### config.mk
export PLATFORM = sky130hd
export DESIGN_NAME = midi_cc_learn_fader_mapper
export DESIGN_NICKNAME = d
export VERILOG_FILES = /design/src/design/ccmap_pkg.sv /design/src/design/ccmap_cell.sv /design/src/design/ccmap_scale.sv /design/src/design/midi_cc_learn_fader_mapper.sv
export SDC_FILE = /design/constraint.sdc
export NUM_CORES = 2
export LEC_CHECK = 0
export BUFFER_PORTS_ARGS = -buffer_cell sky130_fd_sc_hd__buf_2
export CORE_MARGIN = 4
export CORE_UTILIZATION = 60
export CTS_CLUSTER_DIAMETER = 200
export DETAILED_ROUTE_END_ITERATION = 16
export HOLD_SLACK_MARGIN = 0.05
export PLACE_DENSITY = 0.77
export SYNTH_ARGS = -nofsm -noshare
export SYNTH_HDL_FRONTEND = slang
export SYNTH_SLANG_ARGS = --single-unit
### constraint.sdc
create_clock -name clk -period 12.13 [get_ports clk]
set_clock_uncertainty 0.1 [all_clocks]
set_input_delay 2.426 -clock clk [delete_from_list [all_inputs] [get_ports clk]]
set_output_delay 2.426 -clock clk [all_outputs]
set_load 0.005 [all_outputs]
### src/design/ccmap_pkg.sv
// Shared types and constants for the MIDI control-change fader mapper.
// Used by ccmap_cell, ccmap_scale and midi_cc_learn_fader_mapper; no dependencies.
package ccmap_pkg;

  localparam int FADER_COUNT_DEF   = 16;
  localparam int FRACTION_BITS_DEF = 11;

  localparam logic [2:0] OP_MIDI   = 3'd0;
  localparam logic [2:0] OP_ARM    = 3'd1;
  localparam logic [2:0] OP_CANCEL = 3'd2;
  localparam logic [2:0] OP_LOAD   = 3'd3;
  localparam logic [2:0] OP_READ   = 3'd4;

  localparam logic [1:0] REG_ACTIVE  = 2'd0;
  localparam logic [1:0] REG_CHANNEL = 2'd1;
  localparam logic [1:0] REG_DEVICE  = 2'd2;

  localparam logic [4:0] ACTIVE_RESET = 5'd8;
  localparam logic [3:0] CC_STATUS    = 4'hB;

  // Reciprocal of 127 scaled by 2^30; exact floor for dividends below 2^23.
  localparam int          RECIP_SHIFT = 30;
  localparam int          PROD_W      = 48;
  localparam logic [23:0] RECIP_127   = 24'd8454661;

  typedef struct packed {
    logic       live;
    logic       learn;
    logic [3:0] learn_idx;
    logic [6:0] ccnum;
    logic [4:0] n;
  } link_t;

  typedef struct packed {
    logic              we;
    logic [3:0]        idx;
    logic signed [7:0] ctrl;
    logic signed [15:0] lo;
    logic signed [15:0] hi;
  } load_t;

  typedef struct packed {
    logic               hit;
    logic               learned;
    logic [3:0]         idx;
    logic signed [15:0] lo;
    logic signed [15:0] hi;
  } hit_t;

  typedef struct packed {
    logic               we;
    logic [3:0]         idx;
    logic signed [15:0] value;
  } wb_t;

  typedef struct packed {
    logic               v;
    logic               last;
    logic [3:0]         idx;
    logic               learned;
    logic signed [15:0] value;
  } res_t;

endpackage

### src/design/ccmap_cell.sv
// One fader cell of the scan chain: mapping, bounds and current level.
// Depends on ccmap_pkg.
module ccmap_cell #(
  parameter int IDX           = 0,
  parameter int FRACTION_BITS = ccmap_pkg::FRACTION_BITS_DEF
) (
  input  logic                clk,
  input  logic                rst_n,
  input  ccmap_pkg::link_t    link_i,
  output ccmap_pkg::link_t    link_o,
  input  ccmap_pkg::load_t    load_i,
  input  ccmap_pkg::wb_t      wb_i,
  output ccmap_pkg::hit_t     hit_o,
  output logic signed [15:0]  level_o
);
  import ccmap_pkg::*;

  localparam int UNITY_INT = (FRACTION_BITS >= 15) ? 32767 : (1 << FRACTION_BITS);
  localparam logic signed [15:0] UNITY = 16'(UNITY_INT);

  link_t              link_r, link_nxt;
  logic signed [7:0]  map_r, map_nxt;
  logic signed [15:0] lo_r, lo_nxt;
  logic signed [15:0] hi_r, hi_nxt;
  logic signed [15:0] level_r, level_nxt;
  logic               here;
  logic               learn_here;
  logic               match;

  always_comb begin
    here       = link_i.live && (IDX < int'(link_i.n));
    learn_here = here && link_i.learn && (int'(link_i.learn_idx) == IDX);
    match      = here && (learn_here || (map_r == $signed({1'b0, link_i.ccnum})));

    link_nxt  = link_i;
    map_nxt   = map_r;
    lo_nxt    = lo_r;
    hi_nxt    = hi_r;
    level_nxt = level_r;
    if (load_i.we && (int'(load_i.idx) == IDX)) begin
      map_nxt = load_i.ctrl;
      lo_nxt  = load_i.lo;
      hi_nxt  = load_i.hi;
    end else if (learn_here) begin
      map_nxt = $signed({1'b0, link_i.ccnum});
    end
    if (wb_i.we && (int'(wb_i.idx) == IDX)) begin
      level_nxt = wb_i.value;
    end

    hit_o.hit     = match;
    hit_o.learned = learn_here;
    hit_o.idx     = 4'(IDX);
    hit_o.lo      = lo_r;
    hit_o.hi      = hi_r;
  end

  always_ff @(posedge clk) begin
    if (!rst_n) begin
      link_r  <= '0;
      map_r   <= -8'sd1;
      lo_r    <= '0;
      hi_r    <= UNITY;
      level_r <= '0;
    end else begin
      link_r  <= link_nxt;
      map_r   <= map_nxt;
      lo_r    <= lo_nxt;
      hi_r    <= hi_nxt;
      level_r <= level_nxt;
    end
  end

  assign link_o  = link_r;
  assign level_o = level_r;

endmodule

### src/design/ccmap_scale.sv
// Shared scaling pipeline: low + floor((high - low) * value / 127) over three stages.
// Depends on ccmap_pkg.
module ccmap_scale (
  input  logic             clk,
  input  logic             rst_n,
  input  ccmap_pkg::hit_t  hit_i,
  input  logic             end_i,
  input  logic [6:0]       cc_i,
  output ccmap_pkg::res_t  res_o
);
  import ccmap_pkg::*;

  logic                    v1_r, e1_r, l1_r;
  logic [3:0]              idx1_r;
  logic signed [15:0]      lo1_r;
  logic signed [16:0]      diff1_r;
  logic [6:0]              cc1_r;

  logic                    v2_r, e2_r, l2_r;
  logic [3:0]              idx2_r;
  logic signed [15:0]      lo2_r;
  logic signed [24:0]      d2_r;

  logic                    v3_r, e3_r, l3_r, neg3_r;
  logic [3:0]              idx3_r;
  logic signed [15:0]      lo3_r;
  logic [PROD_W-1:0]       p3_r;

  logic signed [16:0]      diff1_nxt;
  logic signed [24:0]      d2_nxt;
  logic [24:0]             du;
  logic [24:0]             x_full;
  logic [PROD_W-1:0]       p3_nxt;
  logic [PROD_W-RECIP_SHIFT-1:0] q;
  logic signed [17:0]      qs;
  logic signed [17:0]      sum;

  always_comb begin
    diff1_nxt = {hit_i.hi[15], hit_i.hi} - {hit_i.lo[15], hit_i.lo};
    d2_nxt    = diff1_r * $signed({1'b0, cc1_r});
    du        = d2_r;
    x_full    = du[24] ? (25'd126 - du) : du;
    p3_nxt    = PROD_W'(x_full[23:0]) * PROD_W'(RECIP_127);
    q         = p3_r[PROD_W-1:RECIP_SHIFT];
    qs        = neg3_r ? -$signed(q) : $signed(q);
    sum       = {{2{lo3_r[15]}}, lo3_r} + qs;

    res_o.v       = v3_r;
    res_o.last    = e3_r;
    res_o.idx     = idx3_r;
    res_o.learned = l3_r;
    res_o.value   = sum[15:0];
  end

  always_ff @(posedge clk) begin
    if (!rst_n) begin
      v1_r <= 1'b0;
      e1_r <= 1'b0;
      v2_r <= 1'b0;
      e2_r <= 1'b0;
      v3_r <= 1'b0;
      e3_r <= 1'b0;
    end else begin
      v1_r <= hit_i.hit;
      e1_r <= end_i;
      v2_r <= v1_r;
      e2_r <= e1_r;
      v3_r <= v2_r;
      e3_r <= e2_r;
    end
  end

  always_ff @(posedge clk) begin
    l1_r    <= hit_i.learned;
    idx1_r  <= hit_i.idx;
    lo1_r   <= hit_i.lo;
    diff1_r <= diff1_nxt;
    cc1_r   <= cc_i;
    l2_r    <= l1_r;
    idx2_r  <= idx1_r;
    lo2_r   <= lo1_r;
    d2_r    <= d2_nxt;
    l3_r    <= l2_r;
    idx3_r  <= idx2_r;
    lo3_r   <= lo2_r;
    neg3_r  <= d2_r[24];
    p3_r    <= p3_nxt;
  end

endmodule

### src/design/midi_cc_learn_fader_mapper.sv
// Top level of the MIDI control-change fader mapper with controller learn.
// Depends on ccmap_pkg, ccmap_cell and ccmap_scale.
//
// Commands are taken when start is high and busy is low. Arm, cancel and load take
// effect at that edge and produce no word. A read returns one word in the next cycle
// and leaves busy low. A MIDI word that passes the device, channel and status checks
// raises busy and sends a token down a chain of FADER_COUNT cells, one cell a cycle;
// each matching cell hands its bounds to a shared three-stage scaling pipeline.
// Busy stays high until the token has left the last cell and the scaling pipeline has
// emptied, so a new MIDI word is not taken before the last one is through. Dropped
// messages are taken without raising busy and produce no word.
// Result words appear on out_* for one cycle each, marked by out_strobe, in ascending
// fader order; the receiver cannot stall them. One word is held back until the next
// is known, so that the last word of a scan can be flagged by out_final_result when
// the scan ends. Configuration writes are always ready and must be made
// while busy is low. Reset restores all faders to unassigned with range 0 to 1.0,
// levels 0, eight active faders, open filters and learn disarmed.
module midi_cc_learn_fader_mapper #(
  parameter int FADER_COUNT   = ccmap_pkg::FADER_COUNT_DEF,
  parameter int FRACTION_BITS = ccmap_pkg::FRACTION_BITS_DEF
) (
  input  logic               clk,
  input  logic               rst_n,
  input  logic               start,
  output logic               busy,
  input  logic [2:0]         in_operation,
  input  logic [3:0]         in_source_device,
  input  logic [7:0]         in_status_byte,
  input  logic [6:0]         in_first_data_byte,
  input  logic [6:0]         in_second_data_byte,
  input  logic [3:0]         in_target_fader,
  input  logic signed [7:0]  in_assigned_controller,
  input  logic signed [15:0] in_range_low,
  input  logic signed [15:0] in_range_high,
  input  logic               cfg_valid,
  output logic               cfg_ready,
  input  logic [1:0]         cfg_index,
  input  logic [4:0]         cfg_data,
  output logic               out_strobe,
  output logic [3:0]         out_fader_number,
  output logic signed [15:0] out_fader_value,
  output logic               out_learn_completed,
  output logic               out_final_result
);
  import ccmap_pkg::*;

  localparam int IW = (FADER_COUNT > 1) ? $clog2(FADER_COUNT) : 1;

  logic [4:0]         active_r, active_nxt;
  logic [4:0]         chan_r, chan_nxt;
  logic [4:0]         dev_r, dev_nxt;
  logic               armed_r, armed_nxt;
  logic [3:0]         arm_tgt_r, arm_tgt_nxt;
  logic               busy_r, busy_nxt;
  logic [6:0]         cc_r, cc_nxt;
  link_t              launch_r, launch_nxt;
  logic               hold_v_r, hold_v_nxt;
  logic [3:0]         hold_idx_r, hold_idx_nxt;
  logic               hold_lrn_r, hold_lrn_nxt;
  logic signed [15:0] hold_val_r, hold_val_nxt;
  logic               ostb_r, ostb_nxt;
  logic [3:0]         onum_r, onum_nxt;
  logic signed [15:0] oval_r, oval_nxt;
  logic               olrn_r, olrn_nxt;
  logic               ofin_r, ofin_nxt;

  logic               accept;
  logic [4:0]         n_now;
  logic               tgt_ok;
  logic               msg_ok;
  logic               midi_go;
  logic               learn_go;
  logic [IW-1:0]      rd_idx;
  load_t              load_bus;
  wb_t                wb_bus;
  hit_t               hit_bus;
  res_t               res;
  logic [FADER_COUNT-1:0] hit_vec;

  link_t              links  [FADER_COUNT+1];
  hit_t               hits   [FADER_COUNT];
  logic signed [15:0] levels [FADER_COUNT];

  assign links[0] = launch_r;

  for (genvar g = 0; g < FADER_COUNT; g++) begin : g_cell
    ccmap_cell #(
      .IDX           (g),
      .FRACTION_BITS (FRACTION_BITS)
    ) u_cell (
      .clk     (clk),
      .rst_n   (rst_n),
      .link_i  (links[g]),
      .link_o  (links[g+1]),
      .load_i  (load_bus),
      .wb_i    (wb_bus),
      .hit_o   (hits[g]),
      .level_o (levels[g])
    );
  end

  always_comb begin
    hit_bus = '0;
    for (int i = 0; i < FADER_COUNT; i++) begin
      hit_vec[i] = hits[i].hit;
      if (hits[i].hit) begin
        hit_bus = hits[i];
      end
    end
  end

  ccmap_scale u_scale (
    .clk   (clk),
    .rst_n (rst_n),
    .hit_i (hit_bus),
    .end_i (links[FADER_COUNT].live),
    .cc_i  (cc_r),
    .res_o (res)
  );

  always_comb begin
    accept   = start && !busy_r;
    n_now    = (int'(active_r) > FADER_COUNT) ? 5'(FADER_COUNT) : active_r;
    tgt_ok   = int'(in_target_fader) < FADER_COUNT;
    msg_ok   = ((dev_r == 5'd0) || (({1'b0, in_source_device} + 5'd1) == dev_r)) &&
               ((chan_r == 5'd0) || (({1'b0, in_status_byte[3:0]} + 5'd1) == chan_r)) &&
               (in_status_byte[7:4] == CC_STATUS);
    midi_go  = accept && (in_operation == OP_MIDI) && msg_ok;
    learn_go = midi_go && armed_r && ({1'b0, arm_tgt_r} < n_now);
    rd_idx   = IW'(in_target_fader);

    load_bus.we   = accept && (in_operation == OP_LOAD) && tgt_ok;
    load_bus.idx  = in_target_fader;
    load_bus.ctrl = in_assigned_controller;
    load_bus.lo   = in_range_low;
    load_bus.hi   = in_range_high;

    wb_bus.we    = res.v;
    wb_bus.idx   = res.idx;
    wb_bus.value = res.value;

    active_nxt = active_r;
    chan_nxt   = chan_r;
    dev_nxt    = dev_r;
    if (cfg_valid && cfg_ready) begin
      case (cfg_index)
        REG_ACTIVE:  active_nxt = cfg_data;
        REG_CHANNEL: chan_nxt   = cfg_data;
        REG_DEVICE:  dev_nxt    = cfg_data;
        default:     ;
      endcase
    end

    armed_nxt   = armed_r;
    arm_tgt_nxt = arm_tgt_r;
    if (accept && (in_operation == OP_ARM) && tgt_ok) begin
      armed_nxt   = 1'b1;
      arm_tgt_nxt = in_target_fader;
    end else if (accept && (in_operation == OP_CANCEL)) begin
      armed_nxt = 1'b0;
    end else if (learn_go) begin
      armed_nxt = 1'b0;
    end

    launch_nxt           = '0;
    launch_nxt.live      = midi_go;
    launch_nxt.learn     = learn_go;
    launch_nxt.learn_idx = arm_tgt_r;
    launch_nxt.ccnum     = in_first_data_byte;
    launch_nxt.n         = n_now;
    cc_nxt               = midi_go ? in_second_data_byte : cc_r;

    busy_nxt     = busy_r;
    hold_v_nxt   = hold_v_r;
    hold_idx_nxt = hold_idx_r;
    hold_lrn_nxt = hold_lrn_r;
    hold_val_nxt = hold_val_r;
    ostb_nxt     = 1'b0;
    onum_nxt     = onum_r;
    oval_nxt     = oval_r;
    olrn_nxt     = olrn_r;
    ofin_nxt     = ofin_r;

    if (midi_go) begin
      busy_nxt = 1'b1;
    end

    if (accept && (in_operation == OP_READ)) begin
      ostb_nxt = 1'b1;
      onum_nxt = in_target_fader;
      oval_nxt = (tgt_ok && ({1'b0, in_target_fader} < n_now)) ? levels[rd_idx] : 16'sd0;
      olrn_nxt = 1'b0;
      ofin_nxt = 1'b1;
    end else if (res.v) begin
      if (hold_v_r) begin
        ostb_nxt = 1'b1;
        onum_nxt = hold_idx_r;
        oval_nxt = hold_val_r;
        olrn_nxt = hold_lrn_r;
        ofin_nxt = 1'b0;
      end
      hold_v_nxt   = 1'b1;
      hold_idx_nxt = res.idx;
      hold_lrn_nxt = res.learned;
      hold_val_nxt = res.value;
    end else if (res.last) begin
      if (hold_v_r) begin
        ostb_nxt = 1'b1;
        onum_nxt = hold_idx_r;
        oval_nxt = hold_val_r;
        olrn_nxt = hold_lrn_r;
        ofin_nxt = 1'b1;
      end
      hold_v_nxt = 1'b0;
      busy_nxt   = 1'b0;
    end
  end

  always_ff @(posedge clk) begin
    if (!rst_n) begin
      active_r  <= ACTIVE_RESET;
      chan_r    <= '0;
      dev_r     <= '0;
      armed_r   <= 1'b0;
      arm_tgt_r <= '0;
      busy_r    <= 1'b0;
      launch_r  <= '0;
      hold_v_r  <= 1'b0;
      ostb_r    <= 1'b0;
    end else begin
      active_r  <= active_nxt;
      chan_r    <= chan_nxt;
      dev_r     <= dev_nxt;
      armed_r   <= armed_nxt;
      arm_tgt_r <= arm_tgt_nxt;
      busy_r    <= busy_nxt;
      launch_r  <= launch_nxt;
      hold_v_r  <= hold_v_nxt;
      ostb_r    <= ostb_nxt;
    end
  end

  always_ff @(posedge clk) begin
    cc_r       <= cc_nxt;
    hold_idx_r <= hold_idx_nxt;
    hold_lrn_r <= hold_lrn_nxt;
    hold_val_r <= hold_val_nxt;
    onum_r     <= onum_nxt;
    oval_r     <= oval_nxt;
    olrn_r     <= olrn_nxt;
    ofin_r     <= ofin_nxt;
  end

  assign busy                = busy_r;
  assign cfg_ready           = 1'b1;
  assign out_strobe          = ostb_r;
  assign out_fader_number    = onum_r;
  assign out_fader_value     = oval_r;
  assign out_learn_completed = olrn_r;
  assign out_final_result    = ofin_r;

  a_one_hit: assert property (@(posedge clk) disable iff (!rst_n) $onehot0(hit_vec))
    else $error("more than one cell matched in one cycle");

  a_launch_busy: assert property (@(posedge clk) disable iff (!rst_n)
    launch_r.live |-> busy_r)
    else $error("scan token launched while not busy");

  a_hold_busy: assert property (@(posedge clk) disable iff (!rst_n)
    hold_v_r |-> busy_r)
    else $error("held word present while idle");

  a_end_release: assert property (@(posedge clk) disable iff (!rst_n)
    (res.last && !res.v) |=> !busy_r && !hold_v_r)
    else $error("scan end did not release the block");

endmodule

Word level (Yosys, flattened, before mapping)
Cells that the tools add are included.
- reduce and logical (&&, ||, !) cells: 161
- equal/unequal tests: 72
- add/sub/neg operators: 6
- magnitude comparators: 20
- bitwise gates (word level): 2
- mux-type cells: 83
- multiply operators: 2
- operators by type and width (cell ; count):
    two-way mux 38 bit ; 16
    two-way mux 8 bit ; 32
    == test 8 bit ; 16
    two-way mux 16 bit ; 8
    logical AND 1 bit ; 107
    == test 4 bit (second input constant) ; 25
    binary-select mux 16 bit (select 4 bit) ; 1
    == test 4 x 3 -> 1 bit (second input constant) ; 12
    multiplier 24 x 24 -> 46 bit (second input constant) ; 1
    less-than comparator 4 x 5 -> 1 bit (first input constant) ; 8
    nonzero test 2 bit ; 17
    multiplier 17 x 8 -> 25 bit ; 1
    == test 4 x 2 -> 1 bit (second input constant) ; 6
    two-way mux 24 bit ; 1
    subtractor 7 x 24 -> 24 bit (first input constant) ; 1
    less-than comparator 3 x 5 -> 1 bit (first input constant) ; 4
    two-way mux 1 bit ; 20
    logical OR 1 bit ; 18
    subtractor 16 x 16 -> 17 bit ; 1
    adder 16 bit ; 1
    two-way mux 4 bit ; 4
    negator 16 bit ; 1
    == test 4 x 1 -> 1 bit (second input constant) ; 3
    zero test 4 bit ; 3
    other kinds (26) ; 39
- bits of input ports: 84
- logic and storage cells: 530
- register bits: 1423

Longest topological paths before layout
- depth after elaboration: 23
- gate-level depth with buffers: 24
- gate-level depth less buffers: 24

By module
A second synthesis with hierarchy kept.
- cell total of the unflattened synthesis: 7393
- area, all modules: 68692.1 um2
- by module, submodules not included (module ; area each (um2) ; cells each ; instances ; seq. area each (um2)):
    ccmap_scale ; 13290.2 ; 1376 ; 1 ; 2702.6
    midi_cc_learn_fader_mapper ; 9904.5 ; 1069 ; 1 ; 2302.2
    ccmap_cell (g_cell[5].u_cell) ; 2912.8 ; 305 ; 1 ; 1481.4
    ccmap_cell (g_cell[6].u_cell) ; 2900.3 ; 310 ; 1 ; 1481.4
    ccmap_cell (g_cell[2].u_cell) ; 2896.5 ; 310 ; 1 ; 1481.4
    ccmap_cell (g_cell[13].u_cell) ; 2895.3 ; 299 ; 1 ; 1481.4
    ccmap_cell (g_cell[11].u_cell) ; 2884.0 ; 308 ; 1 ; 1481.4
    ccmap_cell (g_cell[1].u_cell) ; 2881.5 ; 307 ; 1 ; 1481.4
    ccmap_cell (g_cell[3].u_cell) ; 2879.0 ; 307 ; 1 ; 1481.4
    ccmap_cell (g_cell[14].u_cell) ; 2872.8 ; 299 ; 1 ; 1481.4
    ccmap_cell (g_cell[15].u_cell) ; 2870.3 ; 304 ; 1 ; 1481.4
    ccmap_cell (g_cell[12].u_cell) ; 2869.0 ; 332 ; 1 ; 1481.4
    ccmap_cell (g_cell[9].u_cell) ; 2830.2 ; 302 ; 1 ; 1481.4
    ccmap_cell (g_cell[7].u_cell) ; 2819.0 ; 294 ; 1 ; 1481.4
    +4 rows ; n/a ; n/a ; n/a ; n/a

Worst setup path after synthesis
OpenSTA, ideal clock, no wires.
- path type: register -> register
- start point: register u_scale.d2_r[2]
- end point: register u_scale.p3_r[38]
- stages on the path, launching flop included: 22
- slack: 6.598 ns
- path buffers: 0
- clock period less this slack: 5.532 ns
- data arrival time: 5.370 ns
- required time: 11.968 ns
- cells stage by stage: dfxtp_1 -> nand3_1 -> nor2_1 -> nand2_1 -> nor2_1 -> or3_1 -> or4_1 -> o31a_1 -> xor2_1 -> ha_1 -> fa_1 -> fa_1 -> ha_1 -> ha_1 -> a21o_1 -> a31oi_1 -> o311a_1 -> a2bb2oi_1 -> nand2_1 -> o31a_1 -> a2111o_1 -> nand3_1
- cells in the longest elaborated chain, start to end: 3
- ends and longest elaborated chain (item ; line ; RTL):
    start, declared ; ccmap_scale.sv:22 ; logic signed [24:0] d2_r;
    start signal, assigned ; ccmap_scale.sv:82 ; d2_r <= d2_nxt;
    subtractor 7 x 24 -> 24 bit ; ccmap_scale.sv:42 ; x_full = du[24] ? (25'd126 - du) : du;
    two-way mux 24 bit (*) ; ccmap_scale.sv:42 ;
    multiplier 24 x 24 -> 46 bit (*) ; ccmap_scale.sv:43 ; p3_nxt = PROD_W'(x_full[23:0]) * PROD_W'(RECIP_127);
    named net u_scale.p3_nxt[38] ; ccmap_scale.sv:33 ; logic [PROD_W-1:0] p3_nxt;
    end signal, assigned ; ccmap_scale.sv:87 ; p3_r <= p3_nxt;
    end, declared ; ccmap_scale.sv:27 ; logic [PROD_W-1:0] p3_r;
Mark *: on every way through the listed nets, which the timed path passes. The rest lies on a longest branch.
A chain may end at the register's enable or synchronous reset.

Worst setup path after layout
- start point: register u_scale.d2_r[0]
- end point: register u_scale.p3_r[45]
Same word-level chain as after synthesis.

==> metrics <==
syn_nets 7975; max-capacitance violation count 0; critical path launch point type register; All-Layer GR Usage 0.284; final wirelength 168000 um; Area growth, synth to finish 9.06%; status complete, no violations; Sw Ratio 0.216; CTS tree built; Mean Syn Cell Area 8.82 um2; DIE AREA 116000 um2; Initial Util 0.606; Iteration-0 DRC Markers 4377; Via density 5.79; H-tree Lvls 4; Worst EP required 12.62 ns; Final nets 7774; routability cong. 0.907; fillers 8745; combinational share of power 0.024; Die X-Extent 340 um; Synth area leader dfxtp_1; # clock sinks 1389; setup TNS 0 ns; synth top area cells dfxtp_1 (41%), nand2_1 (10%), a21boi_0 (6.6%); cts bufs inserted 142; switching power 2010 uW; commonest cells after routing, fill and taps aside nand2_1 (1817), dfxtp_1 (1341), a21boi_0 (580), and2_1 (489), o21ai_0 (409); worst-margin pin slew 1.29 ns; Tmin final 6.38 ns; initial antenna violation count 7; die height 340 um; synthesized flop and latch total 1389; Worst-path clk slew 0.07 ns; sequential power share 0.494; Max Root-Sink Buffers 3; commonest non-fill, non-tap cell in the layout nand2_1; RSZ-0062 raised after global routing no; largest net degree at the start of global routing 232; Cell Area, Synth 66100 um2; fraction of layout cells with a size suffix above 1 0.0771; # Post-CTS Setup Buffers 0; PortBufs 107; worst hold path type register to register; final hold vios 0; Seq/Total Area, Yosys 0.428; DR WL/cell 18.9 um; Hold Path End u_scale.l3_r$_DFF_P_; static leakage 0.0285 uW; FF-to-FF Start u_scale.d2_r[0]$_DFF_P_; Resize count post-CTS 0; critical path class register to register; ys flop type dfxtp_1; core area 109000 um2; Worst R2R Path Depth 20; number of synthesized flops with an enable pin 48; GRT overflow 0; YS warnings 0; # IOs 109; Final period util 0.526; R2R Setup Slk 5.75 ns; share of the synthesized area in the top cell type 0.406; CTS root buf clkbuf_16; P per Cell Area 129 nW/um2; Detailed Routing Iterations Pass 1 6; total power 9330 uW; Worst Hold Slack 0.222 ns; Worst R2R End u_scale.p3_r[45]$_DFF_P_; Routed Antenna Nets 0; Rel. slew slack 0.136; CTS hold repair buffers 0; Internal Power 7310 uW; hold depth 0; DRC viols 0; largest fanout on the critical path 6; # setup viols final 0; Netlist cell types 85; Final Max Tran Viols 0; clk_lat worst skew 0.75 ns; Clock power frac 0.482; Post-DP HPWL 113000 um; FMAX 157 MHz; vias in the first global route 50300; Crit path arrival time 6.86 ns; Setup crit end kind register; Via Count 51400; fraction of registers with async set/reset 0; global-route wire length before repair 269000 um; # rows 121; Gate Count Post-Synth 7500; hold path start u_scale.l2_r$_DFF_P_; maximum vdd ir drop 0.000127 V
-- sequential cells by signal, indices dropped and copies added, names as in the netlist, 5 cells and up --
signal and count:
active_r 5, cc_r 7, chan_r 5, dev_r 5
g_cell.u_cell.hi_r 256, g_cell.u_cell.level_o 256, g_cell.u_cell.link_o 267, g_cell.u_cell.lo_r 256
g_cell.u_cell.map_r 128, hold_val_r 16, launch_r 18, out_fader_value 16
u_scale.cc1_r 7, u_scale.d2_r 25, u_scale.diff1_r 17, u_scale.lo1_r 16
u_scale.lo2_r 16, u_scale.lo3_r 16, u_scale.p3_r 16
-- layer usage --
layer | share of wire | vias up | GRT usage
met4 | 0.029 | 4 | 0.0947
met2 | 0.46 | 1644 | 0.466
li1 | - | 24900 | -
met1 | 0.43 | 24600 | 0.379
met3 | 0.075 | 328 | 0.0537
met5 | 0.00015 | - | 0
-- how the worst max path moves through the flow --
stage | from | end | slack [ns] | cells after the start
after CTS | u_scale.d2_r[2]$_DFF_P_ | u_scale.p3_r[45]$_DFF_P_ | 5.81 | 23
after global routing | u_scale.d2_r[2]$_DFF_P_ | u_scale.p3_r[38]$_DFF_P_ | 5.46 | 23
final | u_scale.d2_r[0]$_DFF_P_ | u_scale.p3_r[45]$_DFF_P_ | 5.75 | 20
after floorplan | u_scale.d2_r[2]$_DFF_P_ | u_scale.p3_r[38]$_DFF_P_ | 6.60 | 21
after global placement | u_scale.d2_r[0]$_DFF_P_ | u_scale.p3_r[38]$_DFF_P_ | 5.97 | 20
after detailed placement | u_scale.d2_r[2]$_DFF_P_ | u_scale.p3_r[38]$_DFF_P_ | 5.86 | 23
-- synth_stat cells, drive strengths merged (19+ instances only) --
master / instances
inv: 198
a21oi: 135
fa: 126
nand2: 1823
a22oi: 21
clkbuf: 479
nand3b: 31
a21boi: 614
and3: 40
nor3: 57
buf: 52
nor4: 38
xor2: 125
nor2b: 42
a221o: 57
mux4: 80
mux2i: 104
o221ai: 33
nand4: 19
o21ai: 437
and2: 489
dfxtp: 1341
edfxtp: 48
nor2: 198
xnor2: 94
o21a: 21
ha: 265
nand3: 165
a21o: 30
a41oi: 19
o22ai: 49
nand2b: 30
-- stage by stage --
step	cells	setup WS, ns	util	instance area [um2]
after detailed placement	8631	5.86	0.616	67300
final	8893	5.75	0.661	72100
after global placement	8631	5.97	0.616	67300
after CTS	8891	5.81	0.661	72100
after global routing	8891	5.46	0.661	72100
after floorplan	7500	6.60	-	66100
-- cells by family (layout without fill, tap and decap cells) --
logic type,Yosys count,in the layout,share of synthesized area
adder cells (fa/ha/maj),391,391,0.0883
AO/OA/AOI/OAI,1588,1588,0.164
AND/OR/NAND/NOR,2995,2995,0.204
multiplexers,188,188,0.0437
flip-flops,1389,1389,0.428
XOR/XNOR,219,219,0.0291
buffers and inverters,729,644,0.0422
other,1,3,0.0000567
-- power by group through the flow --
stage	Clock (uW)	Sequential, uW	Combinational, uW
2_1_floorplan	0	4710	149
3_3_place_gp	0	4710	215
3_5_place_dp	0	4710	217
4_1_cts	4550	4610	218
5_1_grt	4750	4610	237
6_report	4490	4610	222
-- final cells by class --
cell class / count / area (um2) / area share
clock buffer: 207 / 4160 / 0.0577
antenna: 2 / 5.00 / 0.0000694
sequential: 1389 / 28300 / 0.392
timing repair buffer: 186 / 1170 / 0.0162
tap: 1476 / 1850 / 0.0256
multi-input combinational: 5382 / 35200 / 0.488
inverter: 198 / 743 / 0.0103
clock inverter: 53 / 693 / 0.00961
-- worst max-delay path, stage by stage, from the launching register on --
cell and delay [ns]:
dfxtp_1 0.37, ha_1 0.26, and3_1 0.19, or3_1 0.37, or4_1 0.48, o41ai_1 0.34, xnor2_1 0.39, ha_1 0.37
fa_1 0.47, fa_1 0.47, ha_1 0.29, ha_1 0.32, a211oi_1 0.29, nand3_1 0.14, o2111ai_1 0.14, nor2_1 0.07
o21ai_1 0.21, a31oi_1 0.28, nor4b_1 0.40, nor2_1 0.12, xor2_1 0.16
No activity file was read; power rests on OpenSTA's default activity.
